[src/hdl/sdt_pkg.sv]
// ----------------------------------------------------------------------------
// Switch debounce package
// Shared constants, codes, configuration type and the level decision
// function for the switch debouncer with tolerance.
// ----------------------------------------------------------------------------
`default_nettype none

package sdt_pkg;

    // Depth of the sliding sample window.
    localparam int SAMPLES_DEPTH = 8;
    localparam int ONES_W        = $clog2(SAMPLES_DEPTH + 1);
    localparam logic [7:0] DEPTH_COUNT = 8'(SAMPLES_DEPTH);

    // Configuration port geometry.
    localparam int ADDR_W = 5;
    localparam int DATA_W = 32;

    // Register indexes (byte address divided by four).
    localparam logic [2:0] REG_WINDOW_LENGTH = 3'd0;
    localparam logic [2:0] REG_TOLERANCE     = 3'd1;
    localparam logic [2:0] REG_ACTIVE_LEVEL  = 3'd2;
    localparam logic [2:0] REG_IDLE_LEVEL    = 3'd3;
    localparam logic [2:0] REG_WINDOW_MODE   = 3'd4;

    typedef enum logic {
        ACT_SAMPLE  = 1'b0,
        ACT_RESTART = 1'b1
    } action_t;

    typedef enum logic {
        MODE_BLOCK   = 1'b0,
        MODE_SLIDING = 1'b1
    } mode_t;

    typedef enum logic [1:0] {
        EV_NONE    = 2'd0,
        EV_PRESS   = 2'd1,
        EV_RELEASE = 2'd2
    } event_t;

    typedef enum logic [1:0] {
        LVL_LOW       = 2'd0,
        LVL_HIGH      = 2'd1,
        LVL_UNDECIDED = 2'd2
    } level_t;

    typedef struct packed {
        logic [7:0] window_length;
        logic [7:0] tolerance;
        logic       active_level;
        logic       idle_level;
        mode_t      window_mode;
    } cfg_t;

    // Clean low when few ones, clean high when few zeros, else undecided.
    function automatic level_t judge(input logic [7:0] ones,
                                     input logic [7:0] count,
                                     input logic [7:0] tol);
        level_t res;
        res = LVL_UNDECIDED;
        if (ones <= tol) begin
            res = LVL_LOW;
        end else if (({1'b0, ones} + {1'b0, tol}) >= {1'b0, count}) begin
            res = LVL_HIGH;
        end
        return res;
    endfunction

endpackage

`default_nettype wire

[src/hdl/switch_debounce_with_tolerance.sv]
// ----------------------------------------------------------------------------
// Switch debounce with tolerance
// Debounces one switch pin, one sample per transfer, in block window or
// sliding window mode, and reports press and release events.
// ----------------------------------------------------------------------------
//
//   Channel   Direction  Payload
//   s_*       in         tuser[0] action, tdata[0] pin_level
//   m_*       out        tdata[1:0] event_res, tdata[2] stable_level
//   p*        in/out     APB registers at byte addresses 0, 4, 8, 12, 16
//
// One input transfer is taken every cycle while the output is not stalled;
// an accepted item passes the input register, then the result register,
// before the result transfer can complete.
// The rate is set by the state update between the two registers.
// Reset is synchronous on aresetn and loads the register reset values and
// the idle-high debounce state.
// A stalled output holds the result register and then the input register;
// s_tready falls only when both hold an item.
//
`default_nettype none

module switch_debounce_with_tolerance (
    input  wire logic                        aclk,
    input  wire logic                        aresetn,
    // Input stream
    input  wire logic                        s_tvalid,
    output logic                             s_tready,
    input  wire logic [7:0]                  s_tdata,   // [0] pin_level
    input  wire logic [0:0]                  s_tuser,   // [0] action
    // Result stream
    output logic                             m_tvalid,
    input  wire logic                        m_tready,
    output logic      [7:0]                  m_tdata,   // [1:0] event_res, [2] stable_level
    // Configuration port
    input  wire logic                        psel,
    input  wire logic                        penable,
    input  wire logic                        pwrite,
    input  wire logic [sdt_pkg::ADDR_W-1:0]  paddr,
    input  wire logic [sdt_pkg::DATA_W-1:0]  pwdata,
    output logic      [sdt_pkg::DATA_W-1:0]  prdata,
    output logic                             pready
);

    sdt_pkg::cfg_t   cfg;
    sdt_pkg::event_t out_event;
    logic            out_stable;

    // Configuration registers.
    sdt_apb_regs u_regs (
        .aclk    (aclk),
        .aresetn (aresetn),
        .psel    (psel),
        .penable (penable),
        .pwrite  (pwrite),
        .paddr   (paddr),
        .pwdata  (pwdata),
        .prdata  (prdata),
        .pready  (pready),
        .cfg     (cfg)
    );

    // Debounce datapath.
    sdt_core u_core (
        .aclk       (aclk),
        .aresetn    (aresetn),
        .cfg        (cfg),
        .in_valid   (s_tvalid),
        .in_ready   (s_tready),
        .in_action  (sdt_pkg::action_t'(s_tuser[0])),
        .in_pin     (s_tdata[0]),
        .out_valid  (m_tvalid),
        .out_ready  (m_tready),
        .out_event  (out_event),
        .out_stable (out_stable)
    );

    assign m_tdata = {5'd0, out_stable, out_event};

`ifndef SYNTHESIS
    // The input side only stalls while a finished result waits.
    assert property (@(posedge aclk) disable iff (!aresetn)
        !s_tready |-> (m_tvalid && !m_tready))
        else $error("input stalled without a waiting result");

    // A press event leaves the stable level at the press level.
    assert property (@(posedge aclk) disable iff (!aresetn)
        (m_tvalid && m_tdata[1:0] == sdt_pkg::EV_PRESS) |->
            (m_tdata[2] == cfg.active_level))
        else $error("press event with stable level off the press level");

    // A release event leaves the stable level away from the press level.
    assert property (@(posedge aclk) disable iff (!aresetn)
        (m_tvalid && m_tdata[1:0] == sdt_pkg::EV_RELEASE) |->
            (m_tdata[2] != cfg.active_level))
        else $error("release event with stable level at the press level");

    // An event code beyond release never appears.
    assert property (@(posedge aclk) disable iff (!aresetn)
        m_tvalid |-> (m_tdata[1:0] != 2'd3))
        else $error("invalid event code on result");
`endif

endmodule

`default_nettype wire

[src/hdl/sdt_apb_regs.sv]
// ----------------------------------------------------------------------------
// Switch debounce configuration registers
// APB-style register file holding window length, tolerance, press level,
// idle level and window mode.
// ----------------------------------------------------------------------------
`default_nettype none

module sdt_apb_regs (
    input  wire logic                         aclk,
    input  wire logic                         aresetn,
    input  wire logic                         psel,
    input  wire logic                         penable,
    input  wire logic                         pwrite,
    input  wire logic [sdt_pkg::ADDR_W-1:0]   paddr,
    input  wire logic [sdt_pkg::DATA_W-1:0]   pwdata,
    output logic      [sdt_pkg::DATA_W-1:0]   prdata,
    output logic                              pready,
    output sdt_pkg::cfg_t                     cfg
);

    sdt_pkg::cfg_t cfg_reg;
    logic          wr_en;
    logic [2:0]    reg_idx;

    assign pready  = 1'b1;
    assign reg_idx = paddr[sdt_pkg::ADDR_W-1:2];
    assign wr_en   = psel && penable && pwrite && pready;
    assign cfg     = cfg_reg;

    // Register writes on the access cycle of a transfer.
    always_ff @(posedge aclk) begin
        if (!aresetn) begin
            cfg_reg.window_length <= 8'd8;
            cfg_reg.tolerance     <= 8'd1;
            cfg_reg.active_level  <= 1'b0;
            cfg_reg.idle_level    <= 1'b1;
            cfg_reg.window_mode   <= sdt_pkg::MODE_BLOCK;
        end else if (wr_en) begin
            unique case (reg_idx)
                sdt_pkg::REG_WINDOW_LENGTH: cfg_reg.window_length <= pwdata[7:0];
                sdt_pkg::REG_TOLERANCE:     cfg_reg.tolerance     <= pwdata[7:0];
                sdt_pkg::REG_ACTIVE_LEVEL:  cfg_reg.active_level  <= pwdata[0];
                sdt_pkg::REG_IDLE_LEVEL:    cfg_reg.idle_level    <= pwdata[0];
                sdt_pkg::REG_WINDOW_MODE:
                    cfg_reg.window_mode <= sdt_pkg::mode_t'(pwdata[0]);
                default: ;
            endcase
        end
    end

    // Read data, zero beyond the register list.
    always_comb begin
        prdata = '0;
        unique case (reg_idx)
            sdt_pkg::REG_WINDOW_LENGTH: prdata[7:0] = cfg_reg.window_length;
            sdt_pkg::REG_TOLERANCE:     prdata[7:0] = cfg_reg.tolerance;
            sdt_pkg::REG_ACTIVE_LEVEL:  prdata[0]   = cfg_reg.active_level;
            sdt_pkg::REG_IDLE_LEVEL:    prdata[0]   = cfg_reg.idle_level;
            sdt_pkg::REG_WINDOW_MODE:   prdata[0]   = cfg_reg.window_mode;
            default:                    prdata      = '0;
        endcase
    end

endmodule

`default_nettype wire

[src/hdl/sdt_core.sv]
// ----------------------------------------------------------------------------
// Switch debounce core
// Input register, debounce state with block counters and sliding sample
// line, and a result register that decouples the output side.
// ----------------------------------------------------------------------------
`default_nettype none

module sdt_core (
    input  wire logic             aclk,
    input  wire logic             aresetn,
    input  wire sdt_pkg::cfg_t    cfg,
    input  wire logic             in_valid,
    output logic                  in_ready,
    input  wire sdt_pkg::action_t in_action,
    input  wire logic             in_pin,
    output logic                  out_valid,
    input  wire logic             out_ready,
    output sdt_pkg::event_t       out_event,
    output logic                  out_stable
);

    localparam int DEPTH  = sdt_pkg::SAMPLES_DEPTH;
    localparam int ONES_W = sdt_pkg::ONES_W;

    // Pipeline registers.
    logic              in_vld_reg;
    sdt_pkg::action_t  in_action_reg;
    logic              in_pin_reg;
    logic              out_vld_reg;
    sdt_pkg::event_t   out_event_reg;
    logic              out_stable_reg;

    // Debounce state.
    logic              deb_reg,        deb_next;
    logic [7:0]        blk_count_reg,  blk_count_next;
    logic [7:0]        blk_ones_reg,   blk_ones_next;
    logic [DEPTH-1:0]  ring_reg,       ring_next;
    logic [ONES_W-1:0] ring_ones_reg,  ring_ones_next;

    logic              advance;
    logic              in_take;
    logic [7:0]        cnt_inc;
    logic [7:0]        ones_inc;
    sdt_pkg::level_t   level;
    sdt_pkg::event_t   event_next;

    // The result register frees when empty or when its transfer completes.
    assign advance  = !out_vld_reg || out_ready;
    assign in_ready = !in_vld_reg || advance;
    assign in_take  = in_valid && in_ready;

    assign out_valid  = out_vld_reg;
    assign out_event  = out_event_reg;
    assign out_stable = out_stable_reg;

    // Input register stage.
    always_ff @(posedge aclk) begin
        if (!aresetn) begin
            in_vld_reg <= 1'b0;
        end else if (in_take) begin
            in_vld_reg <= 1'b1;
        end else if (advance) begin
            in_vld_reg <= 1'b0;
        end
    end

    always_ff @(posedge aclk) begin
        if (in_take) begin
            in_action_reg <= in_action;
            in_pin_reg    <= in_pin;
        end
    end

    assign cnt_inc  = blk_count_reg + 8'd1;
    assign ones_inc = blk_ones_reg + {7'd0, in_pin_reg};

    // Next state, decision and event for the item in the input register.
    always_comb begin
        deb_next       = deb_reg;
        blk_count_next = blk_count_reg;
        blk_ones_next  = blk_ones_reg;
        ring_next      = ring_reg;
        ring_ones_next = ring_ones_reg;
        level          = sdt_pkg::LVL_UNDECIDED;
        event_next     = sdt_pkg::EV_NONE;

        if (in_action_reg == sdt_pkg::ACT_RESTART) begin
            deb_next       = cfg.idle_level;
            blk_count_next = 8'd0;
            blk_ones_next  = 8'd0;
            ring_next      = {DEPTH{cfg.idle_level}};
            ring_ones_next = cfg.idle_level ? ONES_W'(DEPTH) : '0;
        end else if (cfg.window_mode == sdt_pkg::MODE_BLOCK) begin
            blk_count_next = cnt_inc;
            blk_ones_next  = ones_inc;
            if (cnt_inc >= cfg.window_length) begin
                level          = sdt_pkg::judge(ones_inc, cnt_inc, cfg.tolerance);
                blk_count_next = 8'd0;
                blk_ones_next  = 8'd0;
            end
        end else begin
            // The oldest sample leaves at the far end of the line.
            ring_next      = {ring_reg[DEPTH-2:0], in_pin_reg};
            ring_ones_next = ring_ones_reg - ONES_W'(ring_reg[DEPTH-1])
                             + ONES_W'(in_pin_reg);
            level = sdt_pkg::judge(8'(ring_ones_next), sdt_pkg::DEPTH_COUNT,
                                   cfg.tolerance);
        end

        if (level != sdt_pkg::LVL_UNDECIDED &&
            (level == sdt_pkg::LVL_HIGH) != deb_reg) begin
            deb_next   = (level == sdt_pkg::LVL_HIGH);
            event_next = ((level == sdt_pkg::LVL_HIGH) == cfg.active_level) ?
                         sdt_pkg::EV_PRESS : sdt_pkg::EV_RELEASE;
        end
    end

    // State update and result register, both move when the item advances.
    always_ff @(posedge aclk) begin
        if (!aresetn) begin
            out_vld_reg   <= 1'b0;
            deb_reg       <= 1'b1;
            blk_count_reg <= 8'd0;
            blk_ones_reg  <= 8'd0;
            ring_reg      <= {DEPTH{1'b1}};
            ring_ones_reg <= ONES_W'(DEPTH);
        end else if (advance) begin
            out_vld_reg <= in_vld_reg;
            if (in_vld_reg) begin
                deb_reg       <= deb_next;
                blk_count_reg <= blk_count_next;
                blk_ones_reg  <= blk_ones_next;
                ring_reg      <= ring_next;
                ring_ones_reg <= ring_ones_next;
            end
        end
    end

    always_ff @(posedge aclk) begin
        if (advance && in_vld_reg) begin
            out_event_reg  <= event_next;
            out_stable_reg <= deb_next;
        end
    end

endmodule

`default_nettype wire
[config.mk]
export PLATFORM = sky130hd
export DESIGN_NAME = switch_debounce_with_tolerance
export DESIGN_NICKNAME = d
export VERILOG_FILES = /design/src/hdl/sdt_pkg.sv /design/src/hdl/switch_debounce_with_tolerance.sv /design/src/hdl/sdt_apb_regs.sv /design/src/hdl/sdt_core.sv
export SDC_FILE = /design/constraint.sdc
export NUM_CORES = 1
export LEC_CHECK = 0
export ABC_AREA = 0
export BUFFER_PORTS_ARGS = -buffer_cell sky130_fd_sc_hd__buf_2
export CAP_MARGIN = 25
export CORE_MARGIN = 2
export CORE_UTILIZATION = 30
export DETAILED_ROUTE_END_ITERATION = 6
export PLACE_DENSITY = 0.48
export SETUP_SLACK_MARGIN = 0.05
export SLEW_MARGIN = 10
export SYNTH_ARGS = -nofsm -noshare
export SYNTH_HDL_FRONTEND = slang
export SYNTH_SLANG_ARGS = --single-unit
[constraint.sdc]
create_clock -name aclk -period 3.85 [get_ports aclk]
set_clock_uncertainty 0.2 [all_clocks]
set_input_delay 0.77 -clock aclk [delete_from_list [all_inputs] [get_ports aclk]]
set_output_delay 0.77 -clock aclk [all_outputs]
set_load 0.05 [all_outputs]
### After elaboration in Yosys (flattened, before gate mapping)

Cells that the tools add are included.
Widths: inputs -> output; s select.

* eq/ne operators: 9
* $lt $le $gt $ge: 5
* multiplexer cells: 25
* add/subtract/negate cells: 6
* reductions and logical operators: 20

Operators with widths (count)
* $mux 8: 8
* $mux 2: 8
* $pmux 7 s2: 1
* $mux 4: 3
* $reduce_and 2->1: 6
* $add 4x8->9: 1
* $add 8x8->9: 1
* $ge 9x4->1 const B: 1
* $ge 9x8->1: 1
* $add 8x1->8: 1
* $add 8x1->8 const B: 1
* $ge 8x8->1: 1
* $le 4x8->1: 1
* $le 8x8->1: 1
* $eq 3x2->1 const B: 2
* $reduce_and 3->1: 2
* $logic_and 1x1->1: 5
* $pmux 1 s5: 1
* $add 4x1->4: 1
* $mux 1: 4
* $reduce_bool 2->1: 2
* $sub 4x1->4: 1
* $eq 3x1->1 const B: 1
* $eq 3x3->1 const B: 1
* other kinds (8): 10

* logic and storage cells: 81
* flip-flop bits (word level): 55
* output and inout bits: 43

### Depth between registers and ports, before layout

Gate-level depths: netlist (run 1).

* depth in word-level cells: 12
* gate-level depth with buffers: 18
* gate-level depth less buffers: 18

### Hierarchy

A second synthesis (run 1) with hierarchy kept.

* cell total of the unflattened synthesis: 484
* area, all modules: 4149.0 um^2

Modules (own cells, without submodules)
* sdt_core: area an instance 2939.1 um^2, times used 1, seq. area each 770.7 um^2, cells an instance 345
* sdt_apb_regs: area an instance 1161.1 um^2, times used 1, seq. area each 380.4 um^2, cells an instance 132
* switch_debounce_with_tolerance: area an instance 48.8 um^2, times used 1, seq. area each 0.0 um^2, cells an instance 7

### Least setup slack after synthesis (run 1)

OpenSTA, ideal clock, no wires.

* kind: reg-to-reg
* from: register u_core.in_pin_reg
* to: register u_core.out_event_reg[0], in the netlist u_core.out_event[0] (data pin)
* buffers on the path: 0
* setup time: 0.267 ns
* cell stages (with the launch flop): 16
* arrival time: 3.534 ns
* path slack: -0.151 ns
* cells stage by stage: edfxtp_1 > ha_1 > ha_1 > inv_1 > fa_1 > o31ai_1 > a221o_1 > xnor2_1 > ha_1 > a21o_1 > a2111oi_0 > nand2_1 > a221o_1 > and4_4 > nor2_1 > a211oi_2

* cells in the longest elaborated chain, start to end: 11
* elaborated cells between the ends (all ways): 21
* those cells by class: add/sub: 4; order compare: 4; eq/ne: 4; mux: 8; reduce/logical: 1

Ends and longest elaborated chain
* start, declared: RTL line sdt_core.sv:28 `logic in_pin_reg;`
* start signal, assigned: RTL line sdt_core.sv:70 `in_pin_reg <= in_pin;`
* $add 8x1->8: RTL line sdt_core.sv:75 `assign ones_inc = blk_ones_reg + {7'd0, in_pin_reg};`
* $add 8x8->9: RTL line sdt_pkg.sv:64 `end else if (({1'b0, ones} + {1'b0, tol}) >= {1'b0, count}) begin`
* $ge 9x8->1: RTL line sdt_pkg.sv:64
* $mux 2: RTL line sdt_pkg.sv:64
* $mux 2: RTL line sdt_pkg.sv:62 `if (ones <= tol) begin`
* $mux 2: RTL line sdt_core.sv:96 `if (cnt_inc >= cfg.window_length) begin`
* $mux 2 *: RTL line sdt_core.sv:93 `end else if (cfg.window_mode == sdt_pkg::MODE_BLOCK) begin`
* $mux 2 *: RTL line sdt_core.sv:87 `if (in_action_reg == sdt_pkg::ACT_RESTART) begin`
* $eq 2x1->1: RTL line sdt_core.sv:111, sdt_core.sv:113
* $eq 1x1->1 or $ne 1x1->1 (tied branches): RTL line sdt_core.sv:113, sdt_core.sv:111
* $mux 2 or $logic_and 1x1->1 (tied branches): RTL line sdt_core.sv:113, sdt_core.sv:110
* end signal, assigned: RTL line sdt_core.sv:141 `out_event_reg <= event_next;`
* end, declared: RTL line sdt_core.sv:30 `sdt_pkg::event_t out_event_reg;`

Mark *: on every way between the ends. The rest lies on a longest branch, timed or not.
A chain may end at the register's enable or synchronous reset.

### Worst setup path in the final report (run 1)

* from: register u_core.in_pin_reg
* to: register u_core.out_event_reg[1], in the netlist u_core.out_event[1] (data pin)

The elaborated chain is that of the path after synthesis.

==> reports/summary.md, run 1 <==
The maximum buffer depth of the clock tree came out at 2. The first global-routing pass estimated 15.8 mm of wire. Clock-pin slew was measured on the worst setup and hold paths at 0.08 ns. The final route contains 3,152 vias. The final standard cell area without fillers was 4880 um^2; the clock sink total was 55. The growth of design area from synthesis to finish came out at 18.7%. TritonCTS built the clock tree. The number of global-route vias before repair is 3,121. The run gives 0.367 as the clock power share.

Element type at the critical path start: a flop. Across all register-to-register paths, the minimum setup slack is -0.23 ns. Fraction of final layout cells with drive strength greater than 1: 0.250.

The cell at the root of the clock tree is clkbuf_16. The count of buffer and inverter cells on the critical path is 1, and the remaining global-route overflow is 0. For the starting density of the core, the log shows 0.309. Critical register-to-register path endpoint: u_core.out_event[1]$_SDFFCE_PN0P_. The largest single stage delay on the critical path is 0.49 ns. The startpoint identified for the worst hold timing path is u_core.ring_reg[1]$_SDFFE_PN1P_. After floorplanning, the core was divided into 42 placement rows.

Measured along the y axis, the die boundary spans 121 um. Cell internal power was estimated by the tool at 0.916 mW. Dividing the detail-routed via count by the number of cells gives 4.55. The number of antenna violations at the first check in global routing is 0. For the half-perimeter wire length after detailed placement, the log shows 7.30 mm. The tools report the hold buffer count at cts as 0. The net switching fraction of the power was 0.316. The detail route stage leaves a number of antenna-violating nets equal to 0. The portion of synthesized cell area occupied by the leading cell type was 0.243; the number of enable flip-flop cells after synthesis was 5. Required time of the critical path: 3.70 ns. The tools report the worst reg2reg path startpoint as u_core.in_pin_reg$_DFFE_PP_.

The cell count after synthesis was 458. The critical path goes through ha_4, ha_4, inv_1, fa_2, o31ai_4, a221o_1, xnor2_1, ha_1, a21o_1, a2111oi_2, nand2_1, a221o_1, and4_4, nor3_2, a211oi_2. Most instantiated flip-flop cell in the synthesis netlist: dfxtp_1. The routed length per placed instance works out to 13.8 um. The kind of cell with the highest combined delay on the critical path is compound AO/OA/AOI/OAI gates.

The power per cell area was 274 nW/um^2. Timing would allow up to 245 MHz. The portion of the post-synthesis area used by sequential elements was 0.280. The instance area after placement was 4630 um^2; the summed instance area of the synthesized netlist was 4110 um^2. For this design the total switching power over the nets is 0.423 mW. The floorplan step defined a die boundary enclosing 14,700 um^2.

Sequential fraction of design power: 0.447. In this run the count of I/O pins placed on the die edge is 96. Counting instances in the post-synthesis netlist gives the leading cell types as dfxtp_1, ha_1, inv_1. Setup repair after global routing could not meet its margin everywhere. The number of hold violations in the final report is 0. The H-tree was split into 2 levels. Pin slew with the least headroom to its limit: 0.824 ns.

The share of the clock period used by the worst path after layout works out to 1.06. The post-layout worst setup margin was -0.230 ns; the maximum resistive drop on vdd was 0.150 mV. Headroom to the max-slew limit: 0.451. The tools report the capturing element of the worst setup path as u_core.out_event[1]$_SDFFCE_PN0P_. The number of distinct standard cells referenced by the synthesized netlist is 61. Across the run, the number of max-cap violations was 0.

Summed over all layers, the routed wires come to 9.56 mm. In the routed design, unresolved DRC markers number 0. The chip width is 121 um, and the post-synthesis register bit count is 55.

Most frequently used cell type in the post-synthesis netlist: dfxtp_1. STA puts the critical path data arrival time at 3.93 ns. Routability-driven placement finished with a final weighted congestion of 0.782.

The number of buffer cells added on primary ports works out to 32. The synthesized design spends more area on one cell type than any other, namely dfxtp_1. During synthesis, Yosys emitted a total of 0 warnings. Logic depth of the worst register-to-register path: 15.

The logs give 0.185 for the share of total power in combinational logic and 4 for the setup-violating endpoint count in the final report. The checks that failed: setup timing. In this run, the number of DRC markers left after iteration 0 of detailed routing was 89. The fraction of registers with async set or reset after synthesis is 0.

The analysis attributes to cell leakage a power of 2.14 nW. The number of clock buffers added by TritonCTS is 5. Critical path's slowest cell: edfxtp_1. Count of TritonRoute iterations in the first routing pass: 5. The antenna diode instance count came out at 0. Entering global routing, the biggest net connects 51 pins.

Overall power consumption after layout is estimated at 1.34 mW. The tools report the total count of max-transition violations in the final report as 0. The setup path with the least slack is of type reg2reg. The worst hold path belongs to the class reg2reg. The flow ran to the end, but the final reports show violations.

Counting buffers and inverters, the worst setup path is 15 cells deep. A synthesized cell averages 8.98 um^2. The most critical setup path has its startpoint at u_core.in_pin_reg$_DFFE_PP_. Minimum clock period: 4.08 ns. The floorplan step defined a core boundary enclosing 13,300 um^2. The flip-flop count of the largest register, all copies and words added works out to 19. By area the synthesized netlist is led by dfxtp_1, ha_1, mux2i_1.

The overall track demand over capacity in global routing came out at 0.137. Along the worst path, the maximum fanout reaches 4. In the final design database the tool counted 619 nets. STA classifies the critical path endpoint as a flop.

At the later pin of the worst-skew pair, clock insertion delay measures 0.30 ns.
[stage by stage]
stage	utilization	hold slack, ns	instances	TNS [ns]	worst slack (ns)
2_1_floorplan	-	0.255	486	0	0.0503
3_3_place_gp	0.348	0.269	684	-0.879	-0.280
3_5_place_dp	0.348	0.274	684	-0.997	-0.302
4_1_cts	0.365	0.291	693	-0.769	-0.207
5_1_grt	0.367	0.312	693	-1.26	-0.330
6_report	0.367	0.286	693	-0.859	-0.230
[routing by layer]
layer	GRT usage	share of wire	vias up	wire length, um
met3	0.0202	0.039	5	376
met5	0	0	-	0
li1	-	-	1623	-
met4	0.0371	0.011	0	109
met1	0.188	0.48	1464	4620
met2	0.223	0.47	60	4460
[power by group through the flow]
stage,clock network (mW),logic (mW),registers (mW)
finish,0.492,0.248,0.599
global route,0.533,0.271,0.601
CTS,0.513,0.248,0.599
detailed placement,0,0.247,0.612
global placement,0,0.243,0.612
floorplan,0,0.212,0.615
[worst min-delay path by stage]
stage	slack, ns	depth (start not counted)	end
6_report	0.29	2	u_core.ring_reg[1]$_SDFFE_PN1P_
5_1_grt	0.31	2	u_core.ring_reg[1]$_SDFFE_PN1P_
4_1_cts	0.29	2	u_core.ring_reg[1]$_SDFFE_PN1P_
3_5_place_dp	0.27	2	u_core.ring_reg[1]$_SDFFE_PN1P_
3_3_place_gp	0.27	2	u_core.ring_reg[0]$_SDFFE_PN1P_
2_1_floorplan	0.26	2	u_core.ring_reg[0]$_SDFFE_PN1P_
[worst register-to-register path: stages (launching register included)]
cell and delay (ns):
edfxtp_1 0.49, ha_4 0.23, ha_4 0.29, inv_1 0.06, fa_2 0.39, o31ai_4 0.21, a221o_1 0.23, xnor2_1 0.13
ha_1 0.26, a21o_1 0.19, a2111oi_2 0.36, nand2_1 0.09, a221o_1 0.32, and4_4 0.19, nor3_2 0.13, a211oi_2 0.05
[cell families (layout without fill, tap and decap cells)]
kind of cell	Yosys count	in the layout	synth area share
DFF	55	55	0.280
xor gates and xnor gates	20	20	0.0426
other	2	30	0.00183
AOI/OAI and AO/OA	84	84	0.156
buffers and inverters	84	115	0.108
adders and majority gates	50	50	0.158
muxes	29	29	0.0706
and+or+nand+nor	134	134	0.183
[layout by cell type (no fill, tap or decap), types with 20 or more instances in the layout]
master and instances:
dfxtp_1 50, ha_1 41, inv_1 39, buf_4 35
nor2b_1 34, buf_2 32, conb_1 30, mux2i_1 29
nand2_1 27, nor2_1 26, a21oi_1 20
[final cells by class]
class / instances / area [um^2]
fillers: 1367 / 8420
multi-input cells: 347 / 2780
flip-flops and latches: 55 / 1150
repair buffers: 67 / 423
well taps: 176 / 220
inverters: 40 / 150
clock buffers: 5 / 125
clock inverters: 3 / 27.5
[timing repair]
action / 4_1_cts / 5_1_grt
endpoints found under the setup margin: 4 / 4
buffers inserted: 1 / 0
gates resized for setup: 8 / 2
pin swaps: 13 / 3
Power figures use the tool's default switching activity.
==> inputs of run 2 (changes only) <==
- GPL_TIMING_DRIVEN: default -> 0
==> reports/summary.md, run 2 (synthesized netlist as in run 1, its figures left out) <==
The run finished, with violations left. The checks that failed: setup timing. The kind of capture point of the worst setup path is a flop.

Total power: 1.35 mW (+1.0%). The origin of the worst min-delay path was u_core.ring_reg[2]$_SDFFE_PN1P_. The run gives 1,359 (-0.59%) as the total of fill cells in the finished design. The maximum buffer depth of the clock tree is 2 (unchanged).

The global routing's busiest layer was met2. The largest fanout on the critical path works out to 4 (unchanged). The hold-critical path depth was 2 (unchanged).

Relative to the synthesized area, the layout overhead comes to 26.6%. The number of global-route vias before repair was 3,085 (-1.2%); the instance area after placement was 4670 um^2 (+0.73%). The CTS buffer count came out at 5 (unchanged).

Count of TritonRoute iterations in the first routing pass: 4 (-1). The tree is rooted in a clkbuf_16. The remaining global-route overflow came out at 0 (unchanged). The footprint of the multi-input gates is 2970 um^2 (+6.7%). The vertical extent of the die was 121 um (unchanged); the fraction of final layout cells with drive strength greater than 1 was 0.280 (+0.0301).

The minimum clock period was 4.05 ns (-0.0283 ns). TritonCTS built the clock tree. The number of hold violations in the final report was 0 (unchanged); the count of nets left with antenna violations after detail routing was 0 (unchanged). The CTS clock-pin slew for the worst setup and hold paths came out at 0.08 ns (about the same). The overall track demand over capacity in global routing is 0.148 (+0.0114). The clock sink total is 55 (unchanged), and the chip width is 121 um (unchanged). The number of placement rows is 42 (unchanged). The hold buffer count at cts is 0 (unchanged). The total via count after detailed routing came out at 3,265 (+3.6%). The tools report the required time of the critical path as 3.70 ns (about the same).

The routed length per placed instance is 14.7 um (+6.7%), and the static leakage is 2.26 nW (+5.4%). The setup-violating endpoint count in the final report is 4 (unchanged). Setup repair after global routing could not meet its margin everywhere.

The critical path in this run is classified as reg2reg. The run gives 0.391 (+0.0245) as the end-of-flow core utilization. The number of buffer cells added on primary ports was 31 (-3.1%).

The run gives 0.30 ns (about the same) as the clock latency at the later pin of the worst-skew pair. The most frequent standard cell in the layout excluding fill and tap cells is dfxtp_1. Worst reg2reg path startpoint: u_core.in_pin_reg$_DFFE_PP_. The maximum level of the CTS H-tree was 2 (unchanged); the half-perimeter wire length after detailed placement was 7.84 mm (+7.4%). The wire length reported by the detailed router is 10.5 mm (+10%). The pin slew with the least headroom to its limit was 0.815 ns (-0.00825 ns). The run gives 0.243 (+0.0204) as the met2 global-route usage. Violation count after the first detailed-routing iteration: 171 (+92%). The global-route met3 utilization came out at 0.0230 (+0.00282). In this run the critical register-to-register path is captured at u_core.out_event[1]$_SDFFCE_PN0P_. The pin count of the biggest net entering global routing is 20 (-61%). The logs give 0.141 mV (-6.0%) for the maximum resistive drop on vdd and 0.456 (+0.00550) for the headroom to the max-slew limit.

The routed via count divided by cell count is 4.56 (+0.26%), and the placer congestion estimate is 0.788 (+0.66%). The flip-flop count of the largest register, all copies and words added works out to 19 (unchanged). For the antenna diode instance count, the log shows 0 (unchanged). The starting density of the core is 0.309 (unchanged). The logic depth of the worst register-to-register path was 16 (+1).

The total number of nets in the final design is 642 (+3.7%), and the highest achievable clock rate is 247 MHz (+0.70%). The power per cell area works out to 260 nW/um^2 (-5.3%). In the layout the commonest cells are dfxtp_1, buf_4, inv_1. The path class of the tightest hold or removal check is reg2reg. For the area of the die, the log shows 14,700 um^2 (unchanged). The path with the worst hold slack has its endpoint at u_core.ring_reg[2]$_SDFFE_PN1P_. The logs give 0 (unchanged) for the number of antenna violations at the first check in global routing and 1150 um^2 (unchanged) for the storage element area. The wire length of the first global-routing pass was 16.5 mm (+4.8%); the slack of the worst reg-to-reg path was -0.20 ns (+0.03 ns).

The final standard cell area without fillers was 5200 um^2 (+6.7%). The core area is 13,300 um^2 (unchanged), and the number of max-capacitance violations reported is 0 (unchanged). The number of top-level design ports came out at 96 (unchanged). The logs give 3.90 ns (-0.03 ns) for the critical path arrival and 0.200 (+0.0126) for the met1 layer usage reported by global route. The share of the clock period used by the worst path after layout is 1.05 (-0.00735). The element type at the critical path start is a flop. The logs give 0 (unchanged) for the total count of max-transition violations in the final report and 0 (unchanged) for the detailed-route DRC error count. The post-layout worst setup margin is -0.201 ns (+0.0283 ns).
[run 2: changes by cell type in the layout (fill, tap and decap cells not counted), moves of 2 or more]
| cell | delta |
|---|---|
| ha_1 | -5 |
| xnor2_4 | +2 |
| ha_4 | +6 |
| buf_4 | +12 |
| xnor2_2 | -2 |
| buf_1 | +2 |
| nor2_2 | -2 |
| clkbuf_1 | +8 |
| a21oi_2 | +2 |
| nor2_4 | +2 |
| a21oi_1 | -3 |
[run 2: worst max-delay path, cell delays in order (launching register included)]
cell and delay [ns]:
edfxtp_1 0.48, ha_4 0.23, ha_4 0.18, xor2_4 0.23, ha_4 0.27, o21bai_4 0.13, a21oi_2 0.08, o21ba_4 0.23
o31ai_4 0.22, xnor2_1 0.10, ha_1 0.34, a2111oi_4 0.36, nand2_1 0.09, a221o_1 0.30, and4_4 0.19, nor3_4 0.12
a211oi_2 0.05
[run 2: how the worst max path moves through the flow]
stage,start,endpoint,cells past startpoint
final,u_core.in_pin_reg$_DFFE_PP_,u_core.out_event[1]$_SDFFCE_PN0P_,16
after global routing,u_core.in_pin_reg$_DFFE_PP_,u_core.out_event[1]$_SDFFCE_PN0P_,16
after CTS,u_core.in_pin_reg$_DFFE_PP_,u_core.out_event[1]$_SDFFCE_PN0P_,16
after detailed placement,u_core.in_pin_reg$_DFFE_PP_,u_core.out_event[1]$_SDFFCE_PN0P_,16
after global placement,u_core.in_pin_reg$_DFFE_PP_,u_core.out_event[1]$_SDFFCE_PN0P_,16
after floorplan,u_core.in_pin_reg$_DFFE_PP_,u_core.out_event[1]$_SDFFCE_PN0P_,17
[run 2: per-stage QoR]
stage	TNS, ns	cells	setup WS [ns]	hold WS [ns]
after global placement	-1.43	693	-0.421	0.264
after global routing	-1.27	716	-0.343	0.318
after floorplan	0	486	0.0503	0.255
after CTS	-0.742	710	-0.249	0.289
after detailed placement	-1.60	693	-0.463	0.272
final	-0.704	716	-0.201	0.288
[run 2: area by class of cell]
| cell class | instances | share of cell area |
|---|---|---|
| inverters | 40 | 0.0289 |
| plain buffers | 44 | 0.0565 |
| clock inverters | 3 | 0.00505 |
| repair buffers | 46 | 0.0515 |
| clock buffers | 5 | 0.0240 |
| well taps | 176 | 0.0423 |
| multi-input cells | 347 | 0.571 |
| flip-flops and latches | 55 | 0.221 |
[run 2: timing repair]
action,4_1_cts,5_1_grt
resized for setup,18,15
pin swaps,13,18
setup buffers,9,6
endpoints found under the setup margin,4,4
[run 2: power breakdown]
group	leakage [nW]	total, mW	internal [mW]	switching, mW
Clock	0.0748	0.478	0.248	0.230
Combinational	1.73	0.275	0.0979	0.177
Sequential	0.453	0.600	0.589	0.0107
Total	2.26	1.35	0.935	0.418
[run 2: metal layers]
metal | share of wire | vias up
met5 | 0 | -
met4 | 0.015 | 0
met3 | 0.061 | 11
met2 | 0.46 | 82
met1 | 0.46 | 1502
li1 | - | 1670
==> inputs of run 3 (changes only) <==
- MAX_ROUTING_LAYER: default -> met4
==> reports/summary.md, run 3 (synthesized netlist as in run 1, its figures left out) <==
The run gives 642 (unchanged) as the total number of nets in the final design. The maximum cell stage delay along the critical path works out to 0.48 ns (about the same). STA classifies the critical path endpoint as a flop. The starting density of the core came out at 0.309 (unchanged). The highest achievable clock rate was 247 MHz (+0.16%). The logs give 0.353 (about the same) for the clock power share and 42 (unchanged) for the number of placement rows. The fraction of final layout cells with drive strength greater than 1 was 0.280 (unchanged). The critical path goes through ha_4, ha_4, xor2_4, ha_4, o21bai_4, a21oi_2, o21ba_4, o31ai_4, xnor2_1, ha_1, a2111oi_4, nand2_1, a221o_1, and4_4, nor3_4, a211oi_2. Number of hold violations in the final report: 0 (unchanged). The CTS buffer count is 5 (unchanged), and the remaining global-route overflow is 0 (unchanged). The static leakage was 2.26 nW (unchanged).

The half-perimeter wire length after detailed placement is 7.84 mm (unchanged). The final reports fail on setup timing. The placer congestion estimate was 0.799 (+1.4%). The wire length of the first global-routing pass is 16.6 mm (+0.37%), and the total of fill cells in the finished design is 1,359 (unchanged). The routed length per placed instance works out to 14.7 um (about the same). Maximum buffer depth of the clock tree: 2 (unchanged). The maximum level of the CTS H-tree is 2 (unchanged).

The setup-violating endpoint count in the final report was 4 (unchanged). The library cell used most frequently in the layout, excluding fill and tap cells, is dfxtp_1. The top cell types in the final layout, fill and taps aside, are dfxtp_1, buf_4, inv_1. For the antenna diode instance count, the log shows 0 (unchanged).

The number of buffer cells added on primary ports is 31 (unchanged), and the violation count after the first detailed-routing iteration is 182 (+6.4%). The element type at the critical path start is a flop. The routed via count divided by cell count came out at 4.55 (-0.31%). Setup repair after global routing could not meet its margin everywhere.

The growth of design area from synthesis to finish works out to 26.6% (unchanged). For the reported net switching power, the log shows 0.418 mW (about the same). The count of TritonRoute iterations in the first routing pass is 4 (unchanged).

The clock sink total came out at 55 (unchanged). The class of the worst hold path is reg2reg. For the post-layout worst setup margin, the log shows -0.195 ns (+0.00656 ns).

The minimum clock period was 4.04 ns (-0.00656 ns). Share of the clock period used by the worst path after layout: 1.05 (-0.00170). The run gives 10.5 mm (about the same) as the wire length reported by the detailed router.

The run finished, with violations left. The tree is rooted in a clkbuf_16. The maximum resistive drop on vdd is 0.142 mV (+0.50%). The headroom to the max-slew limit is 0.437 (-0.0191), and the number of antenna violations at the first check in global routing is 0 (unchanged). The logs give 96 (unchanged) for the number of top-level design ports and 0.30 ns (about the same) for the clock latency at the later pin of the worst-skew pair.

The chip width was 121 um (unchanged); the number of max-capacitance violations reported was 0 (unchanged). The logs give 0.443 (about the same) for the sequential fraction of design power and 0.391 (unchanged) for the end-of-flow core utilization. The required time of the critical path is 3.70 ns (about the same), and the number of global-route vias before repair is 3,087 (+0.065%). The largest fanout on the critical path came out at 4 (unchanged).

The critical path's slowest cell was edfxtp_1. For the pin count of the biggest net entering global routing, the log shows 20 (unchanged). The logs give 0 (unchanged) for the hold buffer count at cts and 0.203 (about the same) for the share of total power in combinational logic. The count of nets left with antenna violations after detail routing is 0 (unchanged).

The detailed-route DRC error count came out at 0 (unchanged). The tools report the total power as 1.35 mW (about the same). TritonCTS built the clock tree.

The total count of max-transition violations in the final report was 0 (unchanged). The run gives 0.152 (+0.00451) as the overall track demand over capacity in global routing. Area of the die: 14,700 um^2 (unchanged). The run gives 13,300 um^2 (unchanged) as the core area. The total via count after detailed routing is 3,255 (-0.31%), and the vertical extent of the die is 121 um (unchanged). The power per cell area is 260 nW/um^2 (about the same), and the critical path arrival is 3.89 ns (about the same).

The internal cell power was 0.935 mW (about the same); the flip-flop count of the largest register, all copies and words added was 19 (unchanged). The setup path with the least slack is of type reg2reg. The CTS clock-pin slew for the worst setup and hold paths is 0.08 ns (about the same).

The net switching fraction of the power was 0.309 (about the same). The cell repeated most along the worst path was ha_4. The pin slew with the least headroom to its limit is 0.844 ns (+0.0286 ns).
run 3: critical path: cells and delay by family, from the launching register on:
kind                       cells  cell delay [ns]
AOI/OAI and AO/OA              7             1.36
xor gates and xnor gates       2             0.33
adders and majority gates      4             1.02
DFF                            1             0.48
and+or+nand+nor                3             0.40
run 3: area by class of cell:
type	count	area, um^2	share of cell area
clock buffer	5	125	0.0240
multi-input combinational	347	2970	0.571
tap	176	220	0.0423
clock inverter	3	26.3	0.00505
timing repair buffer	46	268	0.0515
buffer	44	294	0.0565
sequential	55	1150	0.221
inverter	40	150	0.0289
run 3: power by group through the flow:
| stage | registers (mW) | logic (mW) | clock network, mW |
|---|---|---|---|
| floorplan | 0.615 | 0.212 | 0 |
| global placement | 0.613 | 0.267 | 0 |
| detailed placement | 0.613 | 0.270 | 0 |
| CTS | 0.600 | 0.274 | 0.495 |
| global route | 0.601 | 0.299 | 0.522 |
| finish | 0.600 | 0.275 | 0.478 |
run 3: layer usage:
layer | vias to the layer above | share of wire | GRT usage
li1 | 1670 | - | -
met1 | 1498 | 0.47 | 0.201
met2 | 76 | 0.46 | 0.244
met3 | 11 | 0.047 | 0.0230
met4 | 0 | 0.015 | 0.0429
met5 | - | 0 | -
run 3: path summary, 6_finish.rpt:
path | from | slack (ns) | cells past startpoint | endpoint
setup / recovery | u_core.in_pin_reg$_DFFE_PP_ | -0.19 | 16 | u_core.out_event[1]$_SDFFCE_PN0P_
hold reg to reg | u_core.ring_reg[2]$_SDFFE_PN1P_ | 0.29 | 2 | u_core.ring_reg[2]$_SDFFE_PN1P_
hold / removal | u_core.ring_reg[2]$_SDFFE_PN1P_ | 0.29 | 2 | u_core.ring_reg[2]$_SDFFE_PN1P_
setup reg to reg | u_core.in_pin_reg$_DFFE_PP_ | -0.19 | 16 | u_core.out_event[1]$_SDFFCE_PN0P_
run 3: repair_timing:
item	4_1_cts	5_1_grt
resized for setup	18	15
setup buffers	9	6
pin swaps	13	18
endpoints found under the setup margin	4	4
run 3: per-stage QoR:
step,setup WS [ns],area (um^2),setup TNS (ns),hold slack (ns),std cells
after floorplan,0.0503,4290,0,0.255,486
after global placement,-0.421,4670,-1.43,0.264,693
after detailed placement,-0.463,4670,-1.60,0.272,693
after CTS,-0.249,5040,-0.742,0.289,710
after global routing,-0.346,5200,-1.28,0.318,716
final,-0.195,5200,-0.683,0.289,716
